## src/hdl/stick_dead_zone_to_polar_core_defines.svh

```systemverilog
// assertion macros shared by the stick dead zone to polar rtl
`ifndef STICK_DEAD_ZONE_TO_POLAR_CORE_DEFINES_SVH
`define STICK_DEAD_ZONE_TO_POLAR_CORE_DEFINES_SVH

// same-cycle implication, checked outside reset
`define SDZP_ASSERT(label, ante, cons, msg) \
    label: assert property (@(posedge aclk) disable iff (!aresetn) (ante) |-> (cons)) \
        else $error(msg);

// next-cycle implication, checked outside reset
`define SDZP_ASSERT_NEXT(label, ante, cons, msg) \
    label: assert property (@(posedge aclk) disable iff (!aresetn) (ante) |=> (cons)) \
        else $error(msg);

`endif

```

## src/hdl/sdzp_pkg.sv

```systemverilog
// types, constants and tables for the stick dead zone to polar core
package sdzp_pkg;

    localparam int PLAYER_COUNT_DEF = 8;
    localparam int CORDIC_STEPS     = 30;
    localparam int CELL_COUNT       = 32;
    localparam int DEAD_ZONE        = 12;
    localparam int MASKED_PLAYERS   = 4;
    localparam int XY_W             = 35;
    localparam int Z_W              = 32;
    localparam int SQ_W             = 64;

    localparam logic [15:0] FULL_STRENGTH  = 16'd32768;
    localparam logic [26:0] STRENGTH_COEF  = 27'd92527752;

    localparam logic [1:0] REG_CAMERA_PRESENT = 2'd0;
    localparam logic [1:0] REG_INPUT_ENABLED  = 2'd1;
    localparam logic [1:0] REG_PLAYER_MASK    = 2'd2;

    localparam logic [31:0] ARCTAN [CORDIC_STEPS] = '{
        32'h20000000, 32'h12E4051E, 32'h09FB385B, 32'h051111D4, 32'h028B0D43,
        32'h0145D7E1, 32'h00A2F61E, 32'h00517C55, 32'h0028BE53, 32'h00145F2F,
        32'h000A2F98, 32'h000517CC, 32'h00028BE6, 32'h000145F3, 32'h0000A2FA,
        32'h0000517D, 32'h000028BE, 32'h0000145F, 32'h00000A30, 32'h00000518,
        32'h0000028C, 32'h00000146, 32'h000000A3, 32'h00000051, 32'h00000029,
        32'h00000014, 32'h0000000A, 32'h00000005, 32'h00000003, 32'h00000001
    };

    typedef struct packed {
        logic        valid;
        logic        active;
        logic        swap;
        logic        a_neg;
        logic        b_neg;
        logic        zero_oct;
        logic        diag;
        logic        cam;
        logic        passed;
        logic [15:0] yaw;
    } sdzp_ctrl_t;

    typedef struct packed {
        logic signed [XY_W-1:0] x;
        logic signed [XY_W-1:0] y;
        logic signed [Z_W-1:0]  z;
        logic [SQ_W-1:0]        v;
        logic [SQ_W-1:0]        r;
    } sdzp_work_t;

endpackage

```

## src/hdl/sdzp_front.sv

```systemverilog
// front stages: dead zone, octant fold, pass flag and the cube of the squared radius
module sdzp_front import sdzp_pkg::*; #(
    parameter int PLAYER_COUNT = PLAYER_COUNT_DEF
) (
    input  logic              aclk,
    input  logic              aresetn,
    input  logic              en,
    input  logic              in_valid,
    input  logic signed [7:0] stick_x,
    input  logic signed [7:0] stick_y,
    input  logic [15:0]       camera_yaw,
    input  logic [2:0]        player_index,
    input  logic              camera_present,
    input  logic              input_enabled,
    input  logic [3:0]        player_enable_mask,
    output sdzp_ctrl_t        ctrl_out,
    output sdzp_work_t        work_out
);

    localparam logic signed [7:0] DZ_POS = 8'(DEAD_ZONE);
    localparam logic signed [7:0] DZ_NEG = -8'(DEAD_ZONE);

    logic signed [7:0] a, b;
    logic [6:0]        ua, ub;
    logic              x_out, y_out;
    logic              mask_ok;
    sdzp_ctrl_t        c0_next;

    sdzp_ctrl_t  c0_reg, c1_reg, c2_reg;
    logic [6:0]  xs0_reg, ys0_reg, xs1_reg, ys1_reg;
    logic [14:0] s0_reg, s1_reg;
    logic [29:0] sq1_reg;
    sdzp_work_t  work2_reg;

    always_comb begin
        x_out = (stick_x > DZ_POS) || (stick_x < DZ_NEG);
        y_out = (stick_y > DZ_POS) || (stick_y < DZ_NEG);
        a = (stick_x > DZ_POS) ? stick_x - DZ_POS :
            (stick_x < DZ_NEG) ? stick_x + DZ_POS : 8'sd0;
        b = (stick_y > DZ_POS) ? stick_y - DZ_POS :
            (stick_y < DZ_NEG) ? stick_y + DZ_POS : 8'sd0;
        ua = a[7] ? 7'(-a) : a[6:0];
        ub = b[7] ? 7'(-b) : b[6:0];
        mask_ok = (5'(player_index) >= 5'(MASKED_PLAYERS)) ||
                  player_enable_mask[player_index[1:0]];
        c0_next.valid    = in_valid;
        c0_next.active   = x_out || y_out;
        c0_next.swap     = ub > ua;
        c0_next.a_neg    = a[7];
        c0_next.b_neg    = b[7];
        c0_next.zero_oct = (ub > ua) ? (ua == 7'd0) : (ub == 7'd0);
        c0_next.diag     = ub == ua;
        c0_next.cam      = camera_present;
        c0_next.passed   = (6'(player_index) < 6'(PLAYER_COUNT)) && input_enabled && mask_ok;
        c0_next.yaw      = camera_yaw;
    end

    always_ff @(posedge aclk) begin
        if (!aresetn) begin
            c0_reg <= '0;
            c1_reg <= '0;
            c2_reg <= '0;
        end else if (en) begin
            c0_reg <= c0_next;
            c1_reg <= c0_reg;
            c2_reg <= c1_reg;
        end
    end

    always_ff @(posedge aclk) begin
        if (en) begin
            xs0_reg <= (ub > ua) ? ub : ua;
            ys0_reg <= (ub > ua) ? ua : ub;
            s0_reg  <= 15'(16'(a * a) + 16'(b * b));
            xs1_reg <= xs0_reg;
            ys1_reg <= ys0_reg;
            s1_reg  <= s0_reg;
            sq1_reg <= 30'(s0_reg * s0_reg);
            work2_reg.x <= {4'b0, xs1_reg, 24'b0};
            work2_reg.y <= {4'b0, ys1_reg, 24'b0};
            work2_reg.z <= '0;
            work2_reg.v <= {1'b0, 45'(sq1_reg * s1_reg), 18'b0};
            work2_reg.r <= '0;
        end
    end

    assign ctrl_out = c2_reg;
    assign work_out = work2_reg;

endmodule

```

## config.mk

```make
export PLATFORM = sky130hd
export DESIGN_NAME = sdzp_front
export DESIGN_NICKNAME = d
export VERILOG_FILES = /design/src/hdl/stick_dead_zone_to_polar_core_defines.svh /design/src/hdl/sdzp_pkg.sv /design/src/hdl/sdzp_front.sv
export SDC_FILE = /design/constraint.sdc
export NUM_CORES = 2
export LEC_CHECK = 0
export BUFFER_PORTS_ARGS = -buffer_cell sky130_fd_sc_hd__buf_2
export CORE_UTILIZATION = 30
export DETAILED_ROUTE_END_ITERATION = 8
export MAX_ROUTING_LAYER = met4
export PLACE_DENSITY = 0.54
export SLEW_MARGIN = 25
export SYNTH_ARGS = -nofsm -noshare
export SYNTH_HDL_FRONTEND = slang
export SYNTH_SLANG_ARGS = --single-unit
```

## constraint.sdc

```tcl
create_clock -name aclk -period 10.7 [get_ports aclk]
set_input_delay 1.605 -clock aclk [delete_from_list [all_inputs] [get_ports aclk]]
set_output_delay 1.605 -clock aclk [all_outputs]
set_load 0.01 [all_outputs]
```

# After elaboration in Yosys (flattened, before gate mapping)
# Cells that the tools add are included.
totals:
  regBits: 222
  inputBits: 45
classes:
  add_sub_neg: 7
  n_mul: 4
  n_lt_le_gt_ge: 7
  eq_ne: 1
  mux: 11
  n_reduce_logical: 7
ops:
  columns: ["op", "count"]
  rows:
  - ["$mul A30 B15 Y45", 1]
  - ["$mux W8", 4]
  - ["$mul A15 B15 Y30", 1]
  - ["$mul A8 B8 Y15", 2]
  - ["$mux W7", 4]
  - ["$add A8 B5 Y8 const B", 2]
  - ["$gt A8 B5 Y1 const B", 2]
  - ["$lt A8 B5 Y1 const B", 2]
  - ["$sub A8 B5 Y8 const B", 2]
  - ["$add A15 B15 Y15", 1]
  - ["$logic_not A7 Y1", 2]
  - ["$neg A7 Y7", 2]
  - ["$eq A7 B7 Y1", 1]
  - ["$gt A7 B7 Y1", 1]
  - ["$logic_or A1 B1 Y1", 4]
  - ["$ge A3 B3 Y1 const B", 1]
  - ["$lt A2 B3 Y1 const B", 1]
  - ["$bmux W1 S2", 1]
  - ["$mux W1", 2]
  - ["$logic_and A1 B1 Y1", 1]

# Logic depth before layout (Yosys ltp)
depth:
  ltp_word: 7
  depth_mapped: 31

# Worst setup path before layout
# OpenSTA, ideal clock, no wires.
synth_timing:
  path_kind: "input port to flip-flop"
  start: "input stick_y[2]"
  end: "register s0_reg[13], data pin"
  arrival_time_ps: 8303
  setup_slack_ps: 2134
  stages: 29
  path_buffers: 2
  cell_sequence: "buf_2 -> inv_1 -> ha_1 -> nor2_1 -> xnor2_1 -> nand4_1 -> ha_1 -> nand2_1 -> and2_1 -> clkbuf_1 -> clkinv_1 -> nor2_1 -> xor2_1 -> ha_1 -> fa_1 -> fa_1 -> fa_1 -> fa_1 -> inv_1 -> fa_1 -> inv_1 -> ha_1 -> inv_1 -> o21bai_1 -> a21oi_1 -> o21ai_0 -> a21oi_1 -> mux2i_1 -> nand3_1"
synth_between:
  elab_chain_cells: 5
  word_cells_on_any_way: 8
  classes_between: "3 x add/sub; 1 x mul; 2 x order compare; 2 x mux"
synth_rtl:
  columns: ["item", "line_no", "rtl"]
  rows:
  - ["start, declared", "sdzp_front.sv:10", "input logic signed [7:0] stick_y,"]
  - ["$add A8 B5 Y8 / $lt A8 B5 Y1 (equally long branches)", "sdzp_front.sv:41", "(stick_y < DZ_NEG) ? stick_y + DZ_POS : 8'sd0;"]
  - ["$mux W8", "sdzp_front.sv:41", null]
  - ["$mux W8 *", "sdzp_front.sv:40", "b = (stick_y > DZ_POS) ? stick_y - DZ_POS :"]
  - ["$mul A8 B8 Y15 *", "sdzp_front.sv:74", "s0_reg <= 15'(16'(a * a) + 16'(b * b));"]
  - ["$add A15 B15 Y15 *", "sdzp_front.sv:74", null]
  - ["end signal, assigned", "sdzp_front.sv:74", null]
  - ["end, declared", "sdzp_front.sv:31", "logic [14:0] s0_reg, s1_reg;"]
# Mark *: on every way between the ends. The rest lies on a longest branch, timed or not.
# A chain may end at the register's enable or synchronous reset.

# Worst setup path after layout
layout_timing:
  start: "input stick_y[2]"
  end: "register s0_reg[14], data pin"
# Same word-level chain as after synthesis.

==> impl_metrics.json <==
{
  "synth_area_mm2": 0.0341,
  "post_cts_buffers": 0,
  "antennaDiodeCount": 0,
  "r2r-start": "s1_reg[2]$_DFFE_PP_",
  "drv_cap": 0,
  "grt_pass1_vias": 23600,
  "cts_resized": 0,
  "crit_start": "stick_y[2]",
  "port_buffers": 128,
  "synthCells": 3494,
  "slew_headroom_pct": 32.6,
  "fp.coreArea_mm2": 0.113,
  "hp-class": "flop to flop",
  "die_w_um": 339,
  "fin_skew_ns": 0.0281,
  "critPathArrivalTime_ns": 8.60,
  "worst-setup-path-type": "input port to flop",
  "hold_viol": 0,
  "fin_setup_tns_ns": 0,
  "dr.pass1.iters": 5,
  "yosysWarnings": 0,
  "cts_tree": "done",
  "overflow": 0,
  "start_util_pct": 30.3,
  "setup_violations": 0,
  "postCtsHoldBufs": 0,
  "drive_gt1_share_pct": 6.80,
  "slew_violations": 0,
  "synthFlopType": "edfxtp_1",
  "initialDrtViolationCount": 950,
  "totalWireLength_um": 75800,
  "crit_path_end_kind": "flop",
  "grt_max_degree": 139,
  "synth.avg_cell_area_um2": 9.77,
  "nNetsFinal": 4444,
  "postSynth.asyncResetShare_pct": 0,
  "track_usage_pct": 13.8,
  "ioPinCount": 300,
  "ant_nets": 0,
  "cts_sinks": 220,
  "startpoint_type": "input port",
  "r2r_setup_slack_ns": 3.29,
  "ctsLongestPathBuffers": 3,
  "yosysUniqueCellTypes": 90,
  "wire_per_inst_um": 15.0,
  "area_growth_syn_to_layout_pct": 7.49,
  "finalCriticalPeriod_ns": 8.24,
  "grt_antenna_before_repair": 0,
  "die_y_um": 339,
  "fillers": 11700,
  "finalHoldWorstSlack_ns": 0.419,
  "clk_pin_slew_ns": 0.06,
  "dieArea_mm2": 0.115,
  "hpwl_um": 59700,
  "avgViaCountPerCell": 4.40,
  "status": "complete, no violations",
  "largest_register_ffs": 59,
  "min_path_cells": 0,
  "rsz0062_at_grt": "false",
  "rr_endpoint": "work_out[124]$_DFFE_PP_",
  "seq_area_frac_synth_pct": 17.1,
  "drc_errors": 0,
  "fmax_ghz": 0.121,
  "synth-seq-cells": 220,
  "clock_latency_ns": 0.61,
  "h-tree-depth": 1,
  "grt_pass1_wl_um": 126000,
  "synth_edf_count": 145,
  "r2r_cells": 20,
  "gp_congestion": 0.834,
  "seq_area_mm2": 0.00586,
  "cts_buffers": 30,
  "fin_crit_sh_pct": 77.0,
  "cp-endpoint": "s0_reg[14]$_DFFE_PP_",
  "clock-root-buffer": "clkbuf_16",
  "rows": 123,
  "vias": 22300,
  "cp_data_required_time_ns": 11.05,
  "multi_input_area_mm2": 0.0245,
  "worstMarginPinSlew_ns": 1.01,
  "worstPathMaxFanout": 9
}
## routing by layer
layer | vias to the layer above | share of wire (%) | GRT usage (%)
met5 | - | 0 | -
met4 | 0 | 2.6 | 3.58
met3 | 94 | 3.9 | 1.76
met2 | 420 | 47 | 22.1
met1 | 11200 | 47 | 18.4
li1 | 10500 | - | -
## synth_stat cells, drive strengths merged, types with 4 or more instances
cell type	n	share of area, %
nand4	17	0.31
o21a	14	0.31
mux2i	83	2.4
nor3	22	0.34
a221oi	5	0.16
or3	8	0.15
o21ai	46	0.70
nor2b	84	1.5
nand2b	13	0.24
nor2	111	1.2
xor2	29	0.74
a31oi	10	0.18
o21bai	6	0.13
mux2	6	0.20
clkbuf	125	1.4
xnor2	79	2.1
nand2	310	3.4
a211o	6	0.15
nand3b	4	0.088
inv	678	7.5
and3	15	0.27
and2	302	5.5
a21oi	87	1.3
o211ai	11	0.24
dfxtp	75	4.4
edfxtp	145	13
a211oi	13	0.29
a31o	5	0.13
a2111oi	5	0.21
a21o	39	0.86
ha	271	9.9
nand3	25	0.38
o31ai	6	0.15
or2	5	0.092
a41oi	4	0.12
fa	593	35
buf	191	4.0
## cell type report
class	count	share of cell area, %
Multi-Input combinational cell	2453	66.9
Sequential cell	220	16.0
Inverter	679	6.95
Tap cell	1500	5.11
Timing Repair Buffer	151	2.47
Clock buffer	38	2.21
Clock inverter	18	0.436
## metrics by stage
stage / utilization [%] / worst slack (ns) / cells / cell area [um2]
2_1_floorplan: - / 2.13 / 3668 / 34800
3_3_place_gp: 31.6 / 2.04 / 4995 / 35600
3_5_place_dp: 31.7 / 1.85 / 5000 / 35700
4_1_cts: 32.5 / 2.51 / 5056 / 36700
5_1_grt: 32.6 / 2.00 / 5059 / 36700
6_report: 32.6 / 2.46 / 5059 / 36700
## cells by family after synthesis
family,after synthesis,share of synthesized area (%)
mux,90,2.70
other cells,2,0.0220
compound gates,287,5.80
flops,220,17.1
simple gates,928,13.9
fa+ha+maj,864,44.7
xor+xnor,108,2.81
buf+inv,995,12.9
## worst min path at each step
stage / start / to
6_report: xs1_reg[2]$_DFFE_PP_ / work_out[221]$_DFFE_PP_
5_1_grt: xs0_reg[6]$_DFFE_PP_ / xs1_reg[6]$_DFFE_PP_
4_1_cts: xs0_reg[6]$_DFFE_PP_ / xs1_reg[6]$_DFFE_PP_
3_5_place_dp: xs0_reg[3]$_DFFE_PP_ / xs1_reg[3]$_DFFE_PP_
3_3_place_gp: xs0_reg[3]$_DFFE_PP_ / xs1_reg[3]$_DFFE_PP_
2_1_floorplan: ys1_reg[0]$_DFFE_PP_ / work_out[184]$_DFFE_PP_
## critical path, stage by stage
cell and delay, ns:
buf_2 0.19, inv_1 0.13, ha_1 0.27, nor2_1 0.13
xnor2_1 0.13, nand4_1 0.11, ha_1 0.44, nor3_1 0.10
o32ai_2 0.64, inv_1 0.28, nand2_1 0.19, inv_1 0.07
fa_1 0.50, fa_1 0.57, fa_1 0.43, fa_1 0.48
fa_1 0.51, inv_1 0.06, fa_1 0.48, inv_1 0.04
ha_1 0.32, and2_1 0.17, o21ai_0 0.17, o31ai_1 0.13
o41ai_1 0.31, xnor2_1 0.11
## cells in the final DEF, fill, tap and decap left out, types with 84 or more instances in the layout
cell type and n:
conb_1 176, ha_1 271, a21oi_1 85, edfxtp_1 145
inv_1 674, nor2b_1 84, nor2_1 111, and2_1 302
buf_2 126, nand2_1 309, fa_1 593
Power is not shown: default switching activity piles up to over one toggle a cycle in this logic, so the estimate is an artifact.
