File: config.mk
export PLATFORM = sky130hd
export DESIGN_NAME = sdzp_back
export DESIGN_NICKNAME = d
export VERILOG_FILES = /design/src/hdl/stick_dead_zone_to_polar_core_defines.svh /design/src/hdl/sdzp_pkg.sv /design/src/hdl/sdzp_back.sv
export SDC_FILE = /design/constraint.sdc
export NUM_CORES = 1
export LEC_CHECK = 0
export ABC_CLOCK_PERIOD_IN_PS = 7190
export BUFFER_PORTS_ARGS = -buffer_cell sky130_fd_sc_hd__buf_2
export CORE_ASPECT_RATIO = 1.2
export CORE_MARGIN = 2
export CORE_UTILIZATION = 45
export CTS_CLUSTER_DIAMETER = 40
export CTS_CLUSTER_SIZE = 16
export DETAILED_ROUTE_END_ITERATION = 8
export GPL_TIMING_DRIVEN = 0
export PLACE_DENSITY_LB_ADDON = 0.2
export SLEW_MARGIN = 15
export SYNTH_ARGS = -nofsm -noshare
export SYNTH_HDL_FRONTEND = slang
export SYNTH_SLANG_ARGS = --single-unit
export TNS_END_PERCENT = 100
File: constraint.sdc
create_clock -name aclk -period 7.19 [get_ports aclk]
set_input_delay 1.0785 -clock aclk [delete_from_list [all_inputs] [get_ports aclk]]
set_output_delay 1.0785 -clock aclk [all_outputs]
set_load 0.05 [all_outputs]
File: src/hdl/stick_dead_zone_to_polar_core_defines.svh
// assertion macros shared by the stick dead zone to polar rtl
`ifndef STICK_DEAD_ZONE_TO_POLAR_CORE_DEFINES_SVH
`define STICK_DEAD_ZONE_TO_POLAR_CORE_DEFINES_SVH

// same-cycle implication, checked outside reset
`define SDZP_ASSERT(label, ante, cons, msg) \
    label: assert property (@(posedge aclk) disable iff (!aresetn) (ante) |-> (cons)) \
        else $error(msg);

// next-cycle implication, checked outside reset
`define SDZP_ASSERT_NEXT(label, ante, cons, msg) \
    label: assert property (@(posedge aclk) disable iff (!aresetn) (ante) |=> (cons)) \
        else $error(msg);

`endif

File: src/hdl/sdzp_pkg.sv
// types, constants and tables for the stick dead zone to polar core
package sdzp_pkg;

    localparam int PLAYER_COUNT_DEF = 8;
    localparam int CORDIC_STEPS     = 30;
    localparam int CELL_COUNT       = 32;
    localparam int DEAD_ZONE        = 12;
    localparam int MASKED_PLAYERS   = 4;
    localparam int XY_W             = 35;
    localparam int Z_W              = 32;
    localparam int SQ_W             = 64;

    localparam logic [15:0] FULL_STRENGTH  = 16'd32768;
    localparam logic [26:0] STRENGTH_COEF  = 27'd92527752;

    localparam logic [1:0] REG_CAMERA_PRESENT = 2'd0;
    localparam logic [1:0] REG_INPUT_ENABLED  = 2'd1;
    localparam logic [1:0] REG_PLAYER_MASK    = 2'd2;

    localparam logic [31:0] ARCTAN [CORDIC_STEPS] = '{
        32'h20000000, 32'h12E4051E, 32'h09FB385B, 32'h051111D4, 32'h028B0D43,
        32'h0145D7E1, 32'h00A2F61E, 32'h00517C55, 32'h0028BE53, 32'h00145F2F,
        32'h000A2F98, 32'h000517CC, 32'h00028BE6, 32'h000145F3, 32'h0000A2FA,
        32'h0000517D, 32'h000028BE, 32'h0000145F, 32'h00000A30, 32'h00000518,
        32'h0000028C, 32'h00000146, 32'h000000A3, 32'h00000051, 32'h00000029,
        32'h00000014, 32'h0000000A, 32'h00000005, 32'h00000003, 32'h00000001
    };

    typedef struct packed {
        logic        valid;
        logic        active;
        logic        swap;
        logic        a_neg;
        logic        b_neg;
        logic        zero_oct;
        logic        diag;
        logic        cam;
        logic        passed;
        logic [15:0] yaw;
    } sdzp_ctrl_t;

    typedef struct packed {
        logic signed [XY_W-1:0] x;
        logic signed [XY_W-1:0] y;
        logic signed [Z_W-1:0]  z;
        logic [SQ_W-1:0]        v;
        logic [SQ_W-1:0]        r;
    } sdzp_work_t;

endpackage

File: src/hdl/sdzp_back.sv
// back stages: octant unfold, camera offset, strength scaling and the output register
module sdzp_back import sdzp_pkg::*; (
    input  logic        aclk,
    input  logic        aresetn,
    input  logic        en,
    input  sdzp_ctrl_t  ctrl_in,
    input  sdzp_work_t  work_in,
    output logic        out_valid,
    output logic [15:0] stick_angle,
    output logic [15:0] stick_strength,
    output logic        passed
);

    localparam logic signed [Z_W-1:0] Z_MAX = 32'sh20000000;

    logic [29:0] t_oct;
    logic [31:0] q, h;
    logic [15:0] m, ang;
    logic [17:0] st;

    logic        v1_reg, act1_reg, pass1_reg;
    logic [15:0] ang1_reg;
    logic [58:0] prod1_reg;
    logic        vo_reg;
    logic [15:0] ang_o_reg, str_o_reg;
    logic        pass_o_reg;

    always_comb begin
        if (ctrl_in.zero_oct) begin
            t_oct = '0;
        end else if (ctrl_in.diag || work_in.z > Z_MAX) begin
            t_oct = Z_MAX[29:0];
        end else if (work_in.z[Z_W-1]) begin
            t_oct = '0;
        end else begin
            t_oct = work_in.z[29:0];
        end
        q   = ctrl_in.swap  ? 32'h40000000 - 32'(t_oct) : 32'(t_oct);
        h   = ctrl_in.a_neg ? 32'h80000000 - q : q;
        m   = ctrl_in.b_neg ? 16'(-h[31:16]) : h[31:16];
        ang = ctrl_in.cam ? m - ctrl_in.yaw : m;
        st  = prod1_reg[58:41];
    end

    always_ff @(posedge aclk) begin
        if (!aresetn) begin
            v1_reg <= 1'b0;
            vo_reg <= 1'b0;
        end else if (en) begin
            v1_reg <= ctrl_in.valid;
            vo_reg <= v1_reg;
        end
    end

    always_ff @(posedge aclk) begin
        if (en) begin
            act1_reg   <= ctrl_in.active;
            pass1_reg  <= ctrl_in.passed;
            ang1_reg   <= ang;
            prod1_reg  <= 59'(work_in.r[31:0] * STRENGTH_COEF);
            ang_o_reg  <= act1_reg ? ang1_reg : 16'd0;
            str_o_reg  <= !act1_reg ? 16'd0 :
                          (st > 18'(FULL_STRENGTH)) ? FULL_STRENGTH : st[15:0];
            pass_o_reg <= pass1_reg;
        end
    end

    assign out_valid      = vo_reg;
    assign stick_angle    = ang_o_reg;
    assign stick_strength = str_o_reg;
    assign passed         = pass_o_reg;

endmodule

== Word level (Yosys, flattened, before mapping) ==
Index checks and enable logic that the tools add are counted.

* Register bits: 109
* Bits of input ports: 258
* Output and inout port bits: 34
* Word-level logic and storage cells: 28

* Add/sub/neg operators: 4
* Multiply operators: 1
* Order comparisons: 2
* Mux-type cells: 8
* Bitwise gates (word level): 1
* Reduce and logical (&&, ||, !) cells: 2

{| class="wikitable"
|+ Operators by type and width
! kind !! number
|-
| $mux 30 || 3
|-
| $mux 32 || 2
|-
| $mul 32x24->56 const B || 1
|-
| $mux 16 || 3
|-
| $gt 32x31->1 const B || 1
|-
| $sub 31x30->32 const A || 1
|-
| $sub 32x32->32 const A || 1
|-
| $gt 18x16->1 const B || 1
|-
| $neg 16->16 || 1
|-
| $sub 16x16->16 || 1
|-
| $reduce_or 2->1 || 1
|-
| $logic_or 1x1->1 || 1
|-
| $not 1->1 || 1
|}

== Logic depth before layout (Yosys ltp) ==
* Word-level depth: 12
* Mapped depth: 33
* Mapped depth without buffers: 32

== Worst setup path after synthesis ==
Ideal clock, no wire load.

* Path type: input-to-reg
* From: in work_in[139] in the netlist's numbering
* To: reg ang1_reg[14] (data pin)
* Library setup time: 262 ps
* Arrival: 7,401 ps
* Required time: 6,928 ps
* Setup slack: -473 ps
* Stages on the path: 30
* Buffers on the path: 1
* Path through: buf_2 > nor3_1 > nand3_1 > or4_4 > nand2_1 > nand2_1 > ha_1 > nand2b_1 > nor3_1 > o21ai_0 > o211ai_1 > o211ai_1 > or3_1 > o21ai_0 > xnor2_1 > ha_1 > nand2_1 > o21ai_0 > fa_1 > a21o_1 > a21oi_1 > o21ai_0 > a21oi_1 > o21bai_1 > a21oi_1 > o21bai_1 > a2111oi_0 > o31ai_1 > xor2_1 > mux2_1

* Longest elaborated chain between the ends: 12
* Elaborated cells on any way between the ends: 13
* Classes of those cells: add/sub (4); order compare (1); mux (7); reduce/logical (1)

{| class="wikitable"
|+ Ends and longest elaborated chain
! item !! RTL line !! text
|-
| start: declaration || sdzp_back.sv:7 || <nowiki>input sdzp_work_t work_in,</nowiki>
|-
| $gt 32x31->1 || sdzp_back.sv:31 || <nowiki>end else if (ctrl_in.diag || work_in.z > Z_MAX) begin</nowiki>
|-
| $logic_or 1x1->1 || sdzp_back.sv:31 ||
|-
| $mux 30 * || sdzp_back.sv:31 ||
|-
| $mux 30 * || sdzp_back.sv:29 || <nowiki>if (ctrl_in.zero_oct) begin</nowiki>
|-
| $sub 31x30->32 || sdzp_back.sv:38 || <nowiki>q = ctrl_in.swap ? 32'h40000000 - 32'(t_oct) : 32'(t_oct);</nowiki>
|-
| $mux 32 * || sdzp_back.sv:38 ||
|-
| $sub 32x32->32 || sdzp_back.sv:39 || <nowiki>h = ctrl_in.a_neg ? 32'h80000000 - q : q;</nowiki>
|-
| $mux 32 * || sdzp_back.sv:39 ||
|-
| $neg 16->16 || sdzp_back.sv:40 || <nowiki>m = ctrl_in.b_neg ? 16'(-h[31:16]) : h[31:16];</nowiki>
|-
| $mux 16 * || sdzp_back.sv:40 ||
|-
| $sub 16x16->16 || sdzp_back.sv:41 || <nowiki>ang = ctrl_in.cam ? m - ctrl_in.yaw : m;</nowiki>
|-
| $mux 16 * || sdzp_back.sv:41 ||
|-
| named net ang[14] || sdzp_back.sv:18 || <nowiki>logic [15:0] m, ang;</nowiki>
|-
| end signal: assignment || sdzp_back.sv:59 || <nowiki>ang1_reg <= ang;</nowiki>
|-
| end: declaration || sdzp_back.sv:22 || <nowiki>logic [15:0] ang1_reg;</nowiki>
|}

The timed path passes the listed nets; every way through them passes the cells marked *.
A chain may end at the register's enable or synchronous reset.

== Final worst setup path ==
* From: in work_in[14] in the netlist's numbering
* To: reg prod1_reg[56] (data pin)

* Longest elaborated chain between the ends: 1

{| class="wikitable"
|+ Ends and longest elaborated chain
! item !! RTL line !! text
|-
| $mul 32x24->56 || sdzp_back.sv:60 || <nowiki>prod1_reg <= 59'(work_in.r[31:0] * STRENGTH_COEF);</nowiki>
|-
| end signal: assignment || sdzp_back.sv:60 ||
|-
| end: declaration || sdzp_back.sv:23 || <nowiki>logic [58:0] prod1_reg;</nowiki>
|}

No other way between the ends.

==> results_dict.tcl <==
set metrics [dict create \
    yosys.cell_count.top_type "sky130_fd_sc_hd__inv_1" \
    cap_violations 0 \
    vias 12175 \
    synth.area.top_cells "sky130_fd_sc_hd__fa_1 33%, sky130_fd_sc_hd__ha_1 24%, sky130_fd_sc_hd__edfxtp_1 12%, sky130_fd_sc_hd__inv_1 8.5%, sky130_fd_sc_hd__xnor2_1 2.0%" \
    combPwrFrac_pct 88.8 \
    clkSinkCount 71 \
    globalRouteOverflowTotal 0 \
    post_dp_cell_area_um2 18400 \
    cpMaxStageDelayCell "sky130_fd_sc_hd__fa_1" \
    yosys_warnings 0 \
    synthFlopType "sky130_fd_sc_hd__edfxtp_1" \
    wire_per_inst_um 17.8 \
    vdd.ir_drop.worst_mv 0.600 \
    critical_path_cell_count 24 \
    track_usage_pct 21.8 \
    failed_checks "negative setup slack" \
    synth_cell_type_count 72 \
    wire_length_of_the_first_global_routing_pass_mm 67.8 \
    ys_seq_elements 71 \
    critical_path_start_type "input port" \
    syn_avg_cell_area_um2 10.3 \
    ys_seq_area_share_pct 12.3 \
    antenna_found_initial 1 \
    gp_congestion 0.882 \
    critical_path.most_common_cell "sky130_fd_sc_hd__fa_1" \
    clk_transition_reported_paths_ns 0.06 \
    cts_max_level 3 \
    report.final.hold_viol_count 0 \
    min-delay-path-class "register to register" \
    critPathMaxStageDelay_ns 0.58 \
    ys_top_cells_by_count "389 x sky130_fd_sc_hd__inv_1, 335 x sky130_fd_sc_hd__ha_1, 279 x sky130_fd_sc_hd__fa_1" \
    report.final.setup_viol 12 \
    dp_slack_ns -1.52 \
    ff2ff_path_depth 5 \
    source_to_sink_clock_delay_at_the_later_pin_of_the_worst_skew_pair_ns 0.34 \
    io_buffers 119 \
    wirelength_mm 41.2 \
    fin_hold_ws_ns 0.423 \
    power.share.clock_pct 3.8 \
    num_rows 78 \
    final_area_um2 19600 \
    clock_tree_from_tritoncts "yes" \
    total_leakage_power_nw 9.90 \
    share_seq_of_total_power_pct 7.3 \
    p_total_mw 10.7 \
    clk_path_buf_depth 2 \
    combined_area_of_all_synthesized_cells_um2 17100 \
    antenna_violating_nets_post_route 0 \
    post-synth-top-area-fraction_pct 32.6 \
    finClkSkew_ns 0.0103 \
    async_flop_share_pct 0 \
    crit_arrival_ns 7.47 \
    r2r_slack_ns 4.95 \
    synth_edf_count 69 \
    critPathCapture "prod1_reg[56]$_DFFE_PP_" \
    avgViaCountPerCell 5.27 \
    grt_start_max_net_pins 57 \
    cts_made_buffers 9 \
    worstPathMaxFanout 5 \
    startpoint_of_the_most_critical_register_to_register_path "prod1_reg[41]$_DFFE_PP_" \
    layout_cells_sized_above_1_pct 15.4 \
    syn2layout_area_growth_pct 14.4 \
    pin_count 292 \
    power_per_cell_area_nw_per_um2 549 \
    drt-pass1-iter-count 4 \
    critical-path-top-delay-family "adder cells" \
    synth_top_cell_by_area "sky130_fd_sc_hd__fa_1" \
    critical_path_required_ns 7.26 \
    timing_worst_setup_path_type "input port to register" \
    floorplan.die.width_um 182 \
    netSwitchingFraction_pct 49.9 \
    root_buffer "sky130_fd_sc_hd__clkbuf_16" \
    layout_setup_ws_ns -0.207 \
    critical_path.cell_chain "buf_16 > ha_4 > inv_2 > fa_1 > inv_1 > fa_1 > fa_1 > fa_1 > fa_1 > fa_1 > ha_4 > a21o_1 > a2111oi_4 > o21ai_2 > or4_4 > a31oi_4 > o311a_1 > o211ai_1 > a311oi_4 > buf_6 > nor3_1 > o21a_1 > nor2_1 > xnor2_1" \
    fp.dieH_um 218 \
    layout.nets 2697 \
    path_buf_inv 4 \
    first_global_vias 13138 \
    dp.final_hpwl_mm 34.6 \
    floorplan.initialDensity_pct 45.4 \
    largest_reg_flops 18 \
    r2r_end "stick_strength[9]$_SDFFCE_PP0P_" \
    final_max_slew_viol_count 0 \
    synth_fp_nets 2528 \
    drt_first_iter_violations 372 \
    fin_crit_ns 7.40 \
    int_power_mw 5.38 \
    drcViolationCount 0 \
    final.period_utilization_pct 103 \
    crit_start "work_in[14]" \
    grt_setup_unrepaired "yes" \
    fmaxAchievable_mhz 135 \
    design.core.area_um2 37700 \
    outcome "finished with violations" \
    worst_tran_pin_value_ns 0.983 \
    total_switching_power_mw 5.36 \
    worst_slew_margin_rel_pct 32.8 \
    die_area_um2 39600 \
    post_synth_inst_count 1656 \
    finish.utilization_pct 52.0 \
    end_kind "register" \
]
## power groups by stage
stage          Combinational, mW  Sequential (mW)  Clock (mW)
3_3_place_gp                8.20            0.793           0
6_report                    9.54            0.787       0.411
4_1_cts                     9.38            0.788       0.419
3_5_place_dp                8.38            0.793           0
2_1_floorplan               6.14            0.835           0
5_1_grt                     10.8            0.797       0.437
## cells by family (layout without fill, tap and decap cells)
group | count (synthesis) | count (layout) | synth area share [%]
adder cells (fa/ha/maj) | 614 | 614 | 57.1
buffers and inverters | 412 | 586 | 9.14
AND/OR/NAND/NOR | 265 | 265 | 8.49
AO/OA/AOI/OAI | 210 | 210 | 8.34
flip-flops | 71 | 71 | 12.3
XOR/XNOR | 61 | 61 | 3.12
multiplexers | 23 | 23 | 1.44
other | 0 | 1 | 0
## placed cells by master (no fill, tap or decap), drive strengths merged, types with 22 or more instances in the layout
cell / count
nand3: 22
nor3: 26
ha: 335
xnor2: 40
nor2: 50
nand2: 44
o21ai: 39
a21oi: 58
inv: 391
edfxtp: 69
and2: 36
fa: 279
clkbuf: 30
buf: 160
## metal layers
| layer | track usage, % | wire length (µm) | vias to the layer above |
|---|---|---|---|
| li1 | - | - | 5842 |
| met3 | 1.50 | 915 | 64 |
| met2 | 41.9 | 22300 | 196 |
| met4 | 6.26 | 1260 | 0 |
| met1 | 26.1 | 16800 | 6073 |
| met5 | 0 | 0 | - |
## stage by stage
| step | instances | setup TNS, ns |
|---|---|---|
| after floorplan | 1656 | -0.269 |
| after global placement | 2255 | -22.99 |
| after detailed placement | 2256 | -24.74 |
| after CTS | 2296 | -2.16 |
| after global routing | 2310 | -3.76 |
| final | 2311 | -1.22 |
## how the worst min path moves through the flow
stage / cells past startpoint / endpoint / slack (ns) / start
after floorplan: 0 / passed$_DFFE_PP_ / 0.40 / pass1_reg$_DFFE_PP_
after global placement: 0 / passed$_DFFE_PP_ / 0.41 / pass1_reg$_DFFE_PP_
after detailed placement: 0 / passed$_DFFE_PP_ / 0.41 / pass1_reg$_DFFE_PP_
after CTS: 0 / passed$_DFFE_PP_ / 0.42 / pass1_reg$_DFFE_PP_
after global routing: 0 / passed$_DFFE_PP_ / 0.44 / pass1_reg$_DFFE_PP_
final: 0 / passed$_DFFE_PP_ / 0.42 / pass1_reg$_DFFE_PP_
## layout make-up
| class | instances | area [µm²] |
|---|---|---|
| inverters | 389 | 1460 |
| well taps | 480 | 601 |
| plain buffers | 23 | 108 |
| multi-input cells | 1173 | 13900 |
| fillers | 3449 | 18100 |
| diodes | 1 | 2.50 |
| clock buffers | 9 | 225 |
| clock inverters | 7 | 56.3 |
| repair buffers | 158 | 1080 |
| flip-flops and latches | 71 | 2110 |
## repair_timing
action | 4_1_cts | 5_1_grt
cloned | 0 | 0
pin swaps | 42 | 32
setup endpoints to repair | 25 | 22
buffers inserted | 24 | 16
resized for setup | 93 | 51
hold buffers | 0 | 0
No activity file was read; power rests on OpenSTA's default activity.
