File: src/hdl/stick_dead_zone_to_polar_core_defines.svh
// assertion macros shared by the stick dead zone to polar rtl
`ifndef STICK_DEAD_ZONE_TO_POLAR_CORE_DEFINES_SVH
`define STICK_DEAD_ZONE_TO_POLAR_CORE_DEFINES_SVH

// same-cycle implication, checked outside reset
`define SDZP_ASSERT(label, ante, cons, msg) \
    label: assert property (@(posedge aclk) disable iff (!aresetn) (ante) |-> (cons)) \
        else $error(msg);

// next-cycle implication, checked outside reset
`define SDZP_ASSERT_NEXT(label, ante, cons, msg) \
    label: assert property (@(posedge aclk) disable iff (!aresetn) (ante) |=> (cons)) \
        else $error(msg);

`endif

File: src/hdl/sdzp_pkg.sv
// types, constants and tables for the stick dead zone to polar core
package sdzp_pkg;

    localparam int PLAYER_COUNT_DEF = 8;
    localparam int CORDIC_STEPS     = 30;
    localparam int CELL_COUNT       = 32;
    localparam int DEAD_ZONE        = 12;
    localparam int MASKED_PLAYERS   = 4;
    localparam int XY_W             = 35;
    localparam int Z_W              = 32;
    localparam int SQ_W             = 64;

    localparam logic [15:0] FULL_STRENGTH  = 16'd32768;
    localparam logic [26:0] STRENGTH_COEF  = 27'd92527752;

    localparam logic [1:0] REG_CAMERA_PRESENT = 2'd0;
    localparam logic [1:0] REG_INPUT_ENABLED  = 2'd1;
    localparam logic [1:0] REG_PLAYER_MASK    = 2'd2;

    localparam logic [31:0] ARCTAN [CORDIC_STEPS] = '{
        32'h20000000, 32'h12E4051E, 32'h09FB385B, 32'h051111D4, 32'h028B0D43,
        32'h0145D7E1, 32'h00A2F61E, 32'h00517C55, 32'h0028BE53, 32'h00145F2F,
        32'h000A2F98, 32'h000517CC, 32'h00028BE6, 32'h000145F3, 32'h0000A2FA,
        32'h0000517D, 32'h000028BE, 32'h0000145F, 32'h00000A30, 32'h00000518,
        32'h0000028C, 32'h00000146, 32'h000000A3, 32'h00000051, 32'h00000029,
        32'h00000014, 32'h0000000A, 32'h00000005, 32'h00000003, 32'h00000001
    };

    typedef struct packed {
        logic        valid;
        logic        active;
        logic        swap;
        logic        a_neg;
        logic        b_neg;
        logic        zero_oct;
        logic        diag;
        logic        cam;
        logic        passed;
        logic [15:0] yaw;
    } sdzp_ctrl_t;

    typedef struct packed {
        logic signed [XY_W-1:0] x;
        logic signed [XY_W-1:0] y;
        logic signed [Z_W-1:0]  z;
        logic [SQ_W-1:0]        v;
        logic [SQ_W-1:0]        r;
    } sdzp_work_t;

endpackage

File: src/hdl/sdzp_cell.sv
// one cell of the chain: a cordic vectoring step below CORDIC_STEPS and one root digit
module sdzp_cell import sdzp_pkg::*; #(
    parameter int IDX = 0
) (
    input  logic       aclk,
    input  logic       aresetn,
    input  logic       en,
    input  sdzp_ctrl_t ctrl_in,
    input  sdzp_work_t work_in,
    output sdzp_ctrl_t ctrl_out,
    output sdzp_work_t work_out
);

    localparam logic [SQ_W-1:0] ROOT_BIT = SQ_W'(1) << (62 - 2 * IDX);

    sdzp_ctrl_t      ctrl_reg;
    sdzp_work_t      work_reg;
    sdzp_work_t      work_next;
    logic [SQ_W-1:0] trial;

    always_comb begin
        work_next = work_in;
        if (IDX < CORDIC_STEPS) begin
            if (!work_in.y[XY_W-1]) begin
                work_next.x = work_in.x + (work_in.y >>> IDX);
                work_next.y = work_in.y - (work_in.x >>> IDX);
                work_next.z = work_in.z + $signed(ARCTAN[IDX % CORDIC_STEPS]);
            end else begin
                work_next.x = work_in.x - (work_in.y >>> IDX);
                work_next.y = work_in.y + (work_in.x >>> IDX);
                work_next.z = work_in.z - $signed(ARCTAN[IDX % CORDIC_STEPS]);
            end
        end
        trial = work_in.r + ROOT_BIT;
        if (work_in.v >= trial) begin
            work_next.v = work_in.v - trial;
            work_next.r = (work_in.r >> 1) + ROOT_BIT;
        end else begin
            work_next.r = work_in.r >> 1;
        end
    end

    always_ff @(posedge aclk) begin
        if (!aresetn) begin
            ctrl_reg <= '0;
        end else if (en) begin
            ctrl_reg <= ctrl_in;
        end
    end

    always_ff @(posedge aclk) begin
        if (en) begin
            work_reg <= work_next;
        end
    end

    assign ctrl_out = ctrl_reg;
    assign work_out = work_reg;

endmodule

File: config.mk
export PLATFORM = sky130hd
export DESIGN_NAME = sdzp_cell
export DESIGN_NICKNAME = d
export VERILOG_FILES = /design/src/hdl/stick_dead_zone_to_polar_core_defines.svh /design/src/hdl/sdzp_pkg.sv /design/src/hdl/sdzp_cell.sv
export SDC_FILE = /design/constraint.sdc
export NUM_CORES = 1
export LEC_CHECK = 0
export CAP_MARGIN = 10
export CORE_ASPECT_RATIO = 0.9
export CORE_MARGIN = 4
export CORE_UTILIZATION = 40
export DETAILED_ROUTE_END_ITERATION = 8
export DONT_BUFFER_PORTS = 1
export GPL_ROUTABILITY_DRIVEN = 0
export PLACE_DENSITY = 0.62
export SYNTH_ARGS = -nofsm -noshare
export SYNTH_HDL_FRONTEND = slang
export SYNTH_SLANG_ARGS = --single-unit
File: constraint.sdc
create_clock -name aclk -period 4.4 [get_ports aclk]
set_clock_uncertainty 0.2 [all_clocks]
set_input_delay 0.44 -clock aclk [delete_from_list [all_inputs] [get_ports aclk]]
set_output_delay 0.44 -clock aclk [all_outputs]
set_load 0.005 [all_outputs]
# Word level (Yosys, flattened, before mapping)
# Index checks and enable logic that the tools add are counted.
[classes]
mux = 3
magnitude_cmp = 1
n_addsub = 8
[op_table]
columns = ["op", "n"]
rows = [
  ["$mux W102", 1],
  ["$sub A35 B35 Y35", 2],
  ["$add A63 B63 Y64 const B", 1],
  ["$add A64 B63 Y64 const B", 1],
  ["$ge A64 B64 Y1", 1],
  ["$mux W64", 1],
  ["$sub A64 B64 Y64", 1],
  ["$mux W63", 1],
  ["$add A35 B35 Y35", 1],
  ["$add A32 B31 Y32 const B", 1],
  ["$sub A32 B31 Y32 const B", 1],
]
[totals]
inputBits = 258
out_inout_bits = 255
regBits = 255
elab_cells = 28

# Logic depth before layout (Yosys ltp)
# Gate-level depths: netlist (run 1).
[logic_depth]
depth_word = 3
depth_mapped = 15
ltp_nobuf = 13

# Least setup slack after synthesis (run 1)
# Ideal clock, no wire load.
[synth_timing]
path_kind = "input -> register"
startpoint = "input port work_in[64] (netlist name)"
endpoint = "register work_reg (netlist bit work_out[122]), data pin"
setup_ns = 0.260
setup_slack_ns = 0.989
arrival_time_ns = 2.950
cell_stages = 13
t_required_ns = 3.940
path_buffers = 0
cell_sequence = "inv_1 > ha_1 > fa_1 > nor2b_1 > o31ai_1 > a211oi_2 > o31ai_2 > a2111oi_0 > a21oi_2 > o21ai_1 > a21oi_1 > xnor2_1 > mux2_4"
[synth_lines]
columns = ["item", "line_no", "text"]
rows = [
  ["start: declaration", "sdzp_cell.sv:9", "input sdzp_work_t work_in,"],
  ["end signal: assignment", "sdzp_cell.sv:53", "work_reg <= work_next;"],
  ["end: declaration", "sdzp_cell.sv:17", "sdzp_work_t work_reg;"],
]

==> results of run 1 <==
[flip-flops by register name, summed over array words and instances (netlist names)]
| name | cells |
|---|---|
| work_out | 229 |
| ctrl_out | 25 |
[stage by stage]
stage	instance area, um^2	utilization (%)
after floorplan	19300	-
after global placement	19800	41.5
after detailed placement	19800	41.5
after CTS	22800	47.7
after global routing	22800	47.7
final	22800	47.7
[cell families after synthesis]
group	count (synthesis)	share of synthesized area (%)
adder cells (fa/ha/maj)	173	11.4
XOR/XNOR	127	5.77
buffers and inverters	293	6.16
AND/OR/NAND/NOR	440	10.9
AO/OA/AOI/OAI	609	20.4
flip-flops	254	38.3
multiplexers	107	6.98
[cells in the mapped netlist (all sizes together), types with 5 or more instances]
cell | count | area share, %
xnor2 | 103 | 4.7
o21a | 19 | 0.74
ha | 168 | 11
mux2 | 56 | 4.3
fa | 5 | 0.52
a21o | 55 | 2.1
or3 | 8 | 0.26
nand3 | 15 | 0.39
o22ai | 9 | 0.29
nor2b | 42 | 1.4
o21ai | 105 | 2.8
o221ai | 5 | 0.26
a21oi | 231 | 6.0
clkbuf | 57 | 1.1
o41ai | 6 | 0.31
a21boi | 10 | 0.39
edfxtp | 229 | 36
o31ai | 16 | 0.73
clkinv | 6 | 0.12
mux2i | 51 | 2.7
dfxtp | 25 | 2.6
nand2 | 109 | 2.1
a2111oi | 6 | 0.31
xor2 | 24 | 1.1
a31oi | 11 | 0.39
inv | 194 | 3.8
a211o | 8 | 0.36
and2 | 7 | 0.23
o21bai | 58 | 2.3
nand4 | 35 | 1.1
o211ai | 13 | 0.53
nor4 | 11 | 0.36
nor2 | 140 | 2.7
nor3 | 38 | 0.99
nand2b | 12 | 0.39
a211oi | 20 | 0.88
buf | 36 | 1.1
[worst max-delay path by stage]
stage / end / slack, ns / depth (start not counted)
2_1_floorplan: work_out[122] / 0.99 / 13
3_3_place_gp: work_out[122] / 0.23 / 14
3_5_place_dp: work_out[122] / 0.25 / 14
4_1_cts: work_out[122] / 0.39 / 13
5_1_grt: work_out[122] / 0.14 / 13
6_report: work_out[122] / 0.36 / 13
[metal layers]
layer	up-vias	wire length, um	part of all wire, %
li1	7556	-	-
met1	7880	26700	39
met2	883	30400	45
met3	166	7620	11
met4	2	3430	5.0
met5	-	95	0.14
[final cells by class]
type                    instances  area [um^2]  share of cell area, %
repair buffers                225         2250                   9.87
clock inverters                15          109                  0.478
flip-flops and latches        254         7380                   32.4
clock buffers                  38          811                   3.56
diodes                          2         5.00                 0.0220
inverters                     200          751                   3.30
well taps                     624          781                   3.43
multi-input cells            1456        10700                   47.0
[report_power, final]
group          internal (mW)  total, mW  switching (mW)
clock                   1.31       2.36            1.05
sequential              3.03       3.26           0.238
combinational          0.966       2.18            1.22
[cells in the final DEF, fill, tap and decap left out, types with 10 or more instances in the layout]
cell type	synthesis	final
dfxtp_1	25	25
xor2_1	24	24
a21oi_1	229	229
edfxtp_1	229	229
o31ai_1	12	12
nor2b_1	42	42
inv_1	193	193
nand2_1	108	108
a211oi_1	16	16
nand4_1	35	35
o21bai_1	58	58
nor3_1	38	38
o21ai_0	94	94
mux2i_1	51	51
o21a_1	19	19
a21o_1	55	55
buf_4	2	17
a31oi_1	10	10
nor2_1	139	139
xnor2_1	103	103
ha_1	168	168
clkbuf_16	0	30
dlygate4sd3_1	0	204
nand2b_1	12	12
mux2_4	54	54
o211ai_1	12	12
nand3_1	15	15
nor4_1	11	11
[critical path, cell delays in order]
cell and delay, ns:
dlygate4sd3_1 0.61, fa_1 0.48, nor2b_1 0.17, o31ai_1 0.13
a211oi_2 0.40, o31ai_2 0.14, a2111oi_0 0.69, buf_4 0.23
a21oi_2 0.10, o21ai_1 0.26, a21oi_1 0.13, xnor2_1 0.13
mux2_4 0.26
==> results.json, run 1 <==
{
  "status": "finished with violations",
  "violations": "hold timing",
  "dp.cells": 2555,
  "setup_viol": 0,
  "synth-seq-cells": 254,
  "mappedNetlistArea_um2": 19300,
  "placementRows": 76,
  "peakVddDrop_uv": 293,
  "first_pass_iters": 6,
  "grt_pass1_vias": 16100,
  "drive_gt1_share_pct": 7.18,
  "cts-buffers-inserted": 29,
  "ys_warn_count": 0,
  "synth.yosys.seq_area_share_pct": 38.3,
  "r2r_end": "ctrl_out[2]",
  "post_cts_resized": 0,
  "hold_start": "en",
  "clk_latency_ns": 0.57,
  "worst_r2r_path_depth": 3,
  "num-fill-cells": 4334,
  "drc": 0,
  "core_um2": 47700,
  "crit_path_max_fanout": 3,
  "synthToLayoutAreaGrowth_pct": 18.3,
  "die_y_um": 216,
  "grt_use_met1_pct": 30.5,
  "worstHoldEndpoint": "work_out[53]",
  "regToRegSetupSlack_ns": 2.83,
  "cts_hold_buf": 204,
  "hold_violations": 61,
  "whs_ns": -0.209,
  "hold_path_class": "in2reg",
  "cap_violations": 0,
  "ioPinCount": 513,
  "p_total_mw": 7.81,
  "hold_path_depth": 0,
  "grt_max_degree": 255,
  "period_share_pct": 91.9,
  "crit_start": "work_in[1]",
  "cp-start-kind": "input pin",
  "vias": 16500,
  "htree_levels": 1,
  "detail-route-antenna-nets": 0,
  "grt_util_met2_pct": 39.7,
  "postCtsSetupBuffers": 0,
  "antenna_found_initial": 2,
  "syn_inst": 2003,
  "fin_nets": 2597,
  "clk_path_buf_depth": 3,
  "place_ws_ns": 0.253,
  "drv_slew": 0,
  "cts_sinks": 254,
  "synth_fp_nets": 2434,
  "cp-end-kind": "register",
  "wl_per_cell_um": 24.2,
  "clockRootBuffer": "clkbuf_16",
  "timing.rr.start": "ctrl_out[2]",
  "die-area_um2": 51700,
  "fin_cells": 2814,
  "initialDrtViolationCount": 1549,
  "synthArstFlopShare_pct": 0,
  "max_slew_margin_pct": 20.3,
  "yosysUniqueCellTypes": 90,
  "rsz0062_at_grt": "no",
  "busiest_layer": "met2",
  "grt-ovfl-total": 0,
  "grtUsageTotal_pct": 24.8,
  "cp.arrival_ns": 4.18,
  "syn_avg_cell_area_um2": 9.62,
  "drt_wl_total_um": 68200,
  "final.setup.tns_ns": 0,
  "dp_hpwl_um": 50500,
  "period_minus_slack_ns": 4.04,
  "initial_core_util_pct": 40.4,
  "path_class": "in2reg",
  "power.density_nw_per_um2": 343,
  "synth_edf_count": 229,
  "clk_pin_slew_ns": 0.06,
  "die_width_um": 239,
  "fmax_ghz": 0.247,
  "fin_ws_ns": 0.357,
  "grt_pass1_wl_um": 99700,
  "routed_via_density": 5.86,
  "use_met3_pct": 8.75,
  "p_leak_nw": 9.41,
  "io_buffers": 0,
  "ys.flop_type": "edfxtp_1",
  "worst_pin_slew_ns": 1.19,
  "cts_tree": "yes",
  "required_ns": 4.53
}
(Power assumes the default switching activity.)
==> run 2, diff against run 1 <==
--- a/config.mk
+++ b/config.mk
@@ -5,6 +5,7 @@
 export SDC_FILE = /design/constraint.sdc
 export NUM_CORES = 1
 export LEC_CHECK = 0
+export ABC_AREA = 1
 export CAP_MARGIN = 10
 export CORE_ASPECT_RATIO = 0.9
 export CORE_MARGIN = 4
==> results.json, run 2 <==
{
  "status": "finished with violations",
  "violations": "hold timing",
  "syn_avg_cell_area_um2": 6.59,
  "path_class": "in2reg",
  "cp-start-kind": "input pin",
  "yosys-top-cells-area": "edfxtp_1 31%, nand2_1 20%, inv_1 10%",
  "die-area_um2": 59200,
  "first_pass_iters": 6,
  "ioPinCount": 513,
  "synth_edf_count": 229,
  "routed_via_density": 5.24,
  "grt-ovfl-total": 0,
  "ys.flop_type": "edfxtp_1",
  "setup_viol": 0,
  "synth-seq-cells": 254,
  "drc": 0,
  "initialDrtViolationCount": 2423,
  "hold_path_class": "in2reg",
  "drt_wl_total_um": 84900,
  "ys_warn_count": 0,
  "synth_compound_area_share_pct": 8.63,
  "multi_input_area_um2": 12100,
  "synth-xor-area-share_pct": 2.34,
  "cts_hold_buf": 213,
  "power.density_nw_per_um2": 311,
  "cp-end-kind": "register",
  "placementRows": 81,
  "synth.yosys.seq_area_share_pct": 33.3,
  "seq_area_um2": 7380,
  "postCtsSetupBuffers": 0,
  "period_minus_slack_ns": 3.09,
  "wl_per_cell_um": 19.9,
  "fin_util_pct": 47.4,
  "cp.arrival_ns": 3.25,
  "clk_pin_slew_ns": 0.07,
  "synth_mux_area_share_pct": 0.0452,
  "synthTopCellsByCount": "1176 x nand2_1, 606 x inv_1, 313 x nor2_1",
  "yosysMostFrequentCell": "nand2_1",
  "final_cell_mix": "1176 x nand2_1, 606 x inv_1, 313 x nor2_1",
  "worst_pin_slew_ns": 1.14,
  "final.setup.tns_ns": 0,
  "die_width_um": 256,
  "final_common_cell": "nand2_1",
  "num-fill-cells": 5588,
  "cts-buffers-inserted": 30,
  "cap_violations": 0,
  "synth_top_family_by_area": "simple AND/OR/NAND/NOR gates",
  "crit_path_max_fanout": 49,
  "synth_fp_nets": 3789,
  "grt_max_degree": 256,
  "fmax_ghz": 0.324,
  "post_cts_resized": 0,
  "drv_slew": 0,
  "synthArstFlopShare_pct": 0,
  "rsz0062_at_grt": "no",
  "largest_reg_flops": 229,
  "yosys.area_share.adder_pct": 9.95,
  "fin_nets": 3978,
  "antenna_cells": 0,
  "vias": 22400,
  "clk_path_buf_depth": 3,
  "grtUsageTotal_pct": 27.3,
  "mappedNetlistArea_um2": 22100,
  "die_y_um": 231,
  "grt_pass1_vias": 20700,
  "synthToLayoutAreaGrowth_pct": 16.8,
  "whs_ns": -0.254,
  "detail-route-antenna-nets": 0,
  "drive_gt1_share_pct": 3.02,
  "initial_core_util_pct": 40.6,
  "required_ns": 4.56,
  "antenna_found_initial": 2,
  "hold_violations": 54,
  "p_total_mw": 8.03,
  "io_buffers": 0,
  "grt_pass1_wl_um": 125000,
  "max_slew_margin_pct": 24.1,
  "fin_cells": 4276,
  "cts_sinks": 254,
  "p_leak_nw": 13.2,
  "syn_inst": 3358,
  "synth-simple-area-share_pct": 33.6,
  "peakVddDrop_uv": 304,
  "yosysUniqueCellTypes": 44,
  "clk_latency_ns": 0.60,
  "synth_top_area_share_pct": 31.1,
  "synth_top_cell_by_area": "edfxtp_1",
  "htree_levels": 1,
  "dp_hpwl_um": 66700,
  "period_share_pct": 70.2,
  "cts_tree": "yes",
  "dp.cells": 4007,
  "core_um2": 54500,
  "clockRootBuffer": "clkbuf_16"
}
## run 2: changes by cell type in the layout (fill, tap and decap cells not counted), sizes merged, moves of 20 or more
cell	previous run	this run
a211oi	20	0
inv	199	626
a21oi	231	183
nand2	109	1187
nor2b	42	0
xor2	24	55
xnor2	103	4
mux2	56	0
a21o	55	8
mux2i	51	1
nand3	15	240
o21ai	105	140
o21bai	58	13
nor2	140	320
## run 2: cell type report
| cell class | instances | share of cell area, % |
|---|---|---|
| timing repair buffer | 219 | 8.59 |
| clock inverter | 15 | 0.465 |
| inverter | 623 | 9.05 |
| tap | 705 | 3.41 |
| sequential | 254 | 28.5 |
| multi-input combinational | 2419 | 46.7 |
| clock buffer | 41 | 3.22 |
## run 2: kinds of logic (layout without fill, tap and decap cells)
logic type | after synthesis | count (layout)
flip-flops | 254 | 254
multiplexers | 1 | 1
XOR/XNOR | 59 | 59
AO/OA/AOI/OAI | 363 | 363
adder cells (fa/ha/maj) | 173 | 173
AND/OR/NAND/NOR | 1823 | 1823
buffers and inverters | 685 | 898
## run 2: final timing paths
path                 from       endpoint  slack, ns  depth (start not counted)
max           work_in[64]  work_out[127]       1.31                         19
max reg2reg   ctrl_out[8]    ctrl_out[8]       2.43                          4
min reg2reg  ctrl_out[12]   ctrl_out[12]       0.89                          3
min                    en  work_out[166]      -0.25                          0
## run 2: layer usage
layer / part of all wire [%] / up-vias / global-route usage [%]
li1: - / 10900 / -
met1: 43 / 10300 / 37.2
met2: 45 / 1086 / 45.1
met3: 9.3 / 125 / 5.30
met4: 2.6 / 0 / 6.29
met5: 0 / - / 0
## run 2: where the power goes
part           switching [mW]  internal, mW
combinational            1.58         0.790
sequential              0.215          3.00
clock                    1.10          1.34
## run 2: through the flow
| step | worst slack, ns | cell area (um^2) | hold slack [ns] |
|---|---|---|---|
| after CTS | 1.36 | 25900 | -0.278 |
| after global placement | 1.16 | 22800 | 0.318 |
| after global routing | 1.19 | 25900 | -0.279 |
| final | 1.31 | 25900 | -0.254 |
| after floorplan | 1.80 | 22100 | 0.287 |
| after detailed placement | 1.20 | 22800 | 0.322 |
## run 2: worst max-delay path, stage by stage
cell and delay [ns]:
dlygate4sd3_1 0.54, inv_1 0.05, ha_1 0.21, fa_1 0.42
inv_1 0.11, nand3_1 0.11, nand2_4 0.12, nand2_2 0.06
nand2_4 0.09, nand2_2 0.05, nand2_2 0.13, nand2_2 0.08
nand3_2 0.08, nand2_2 0.07, nand2_4 0.08, inv_4 0.19
buf_4 0.27, nand2_1 0.07, nand2_1 0.06
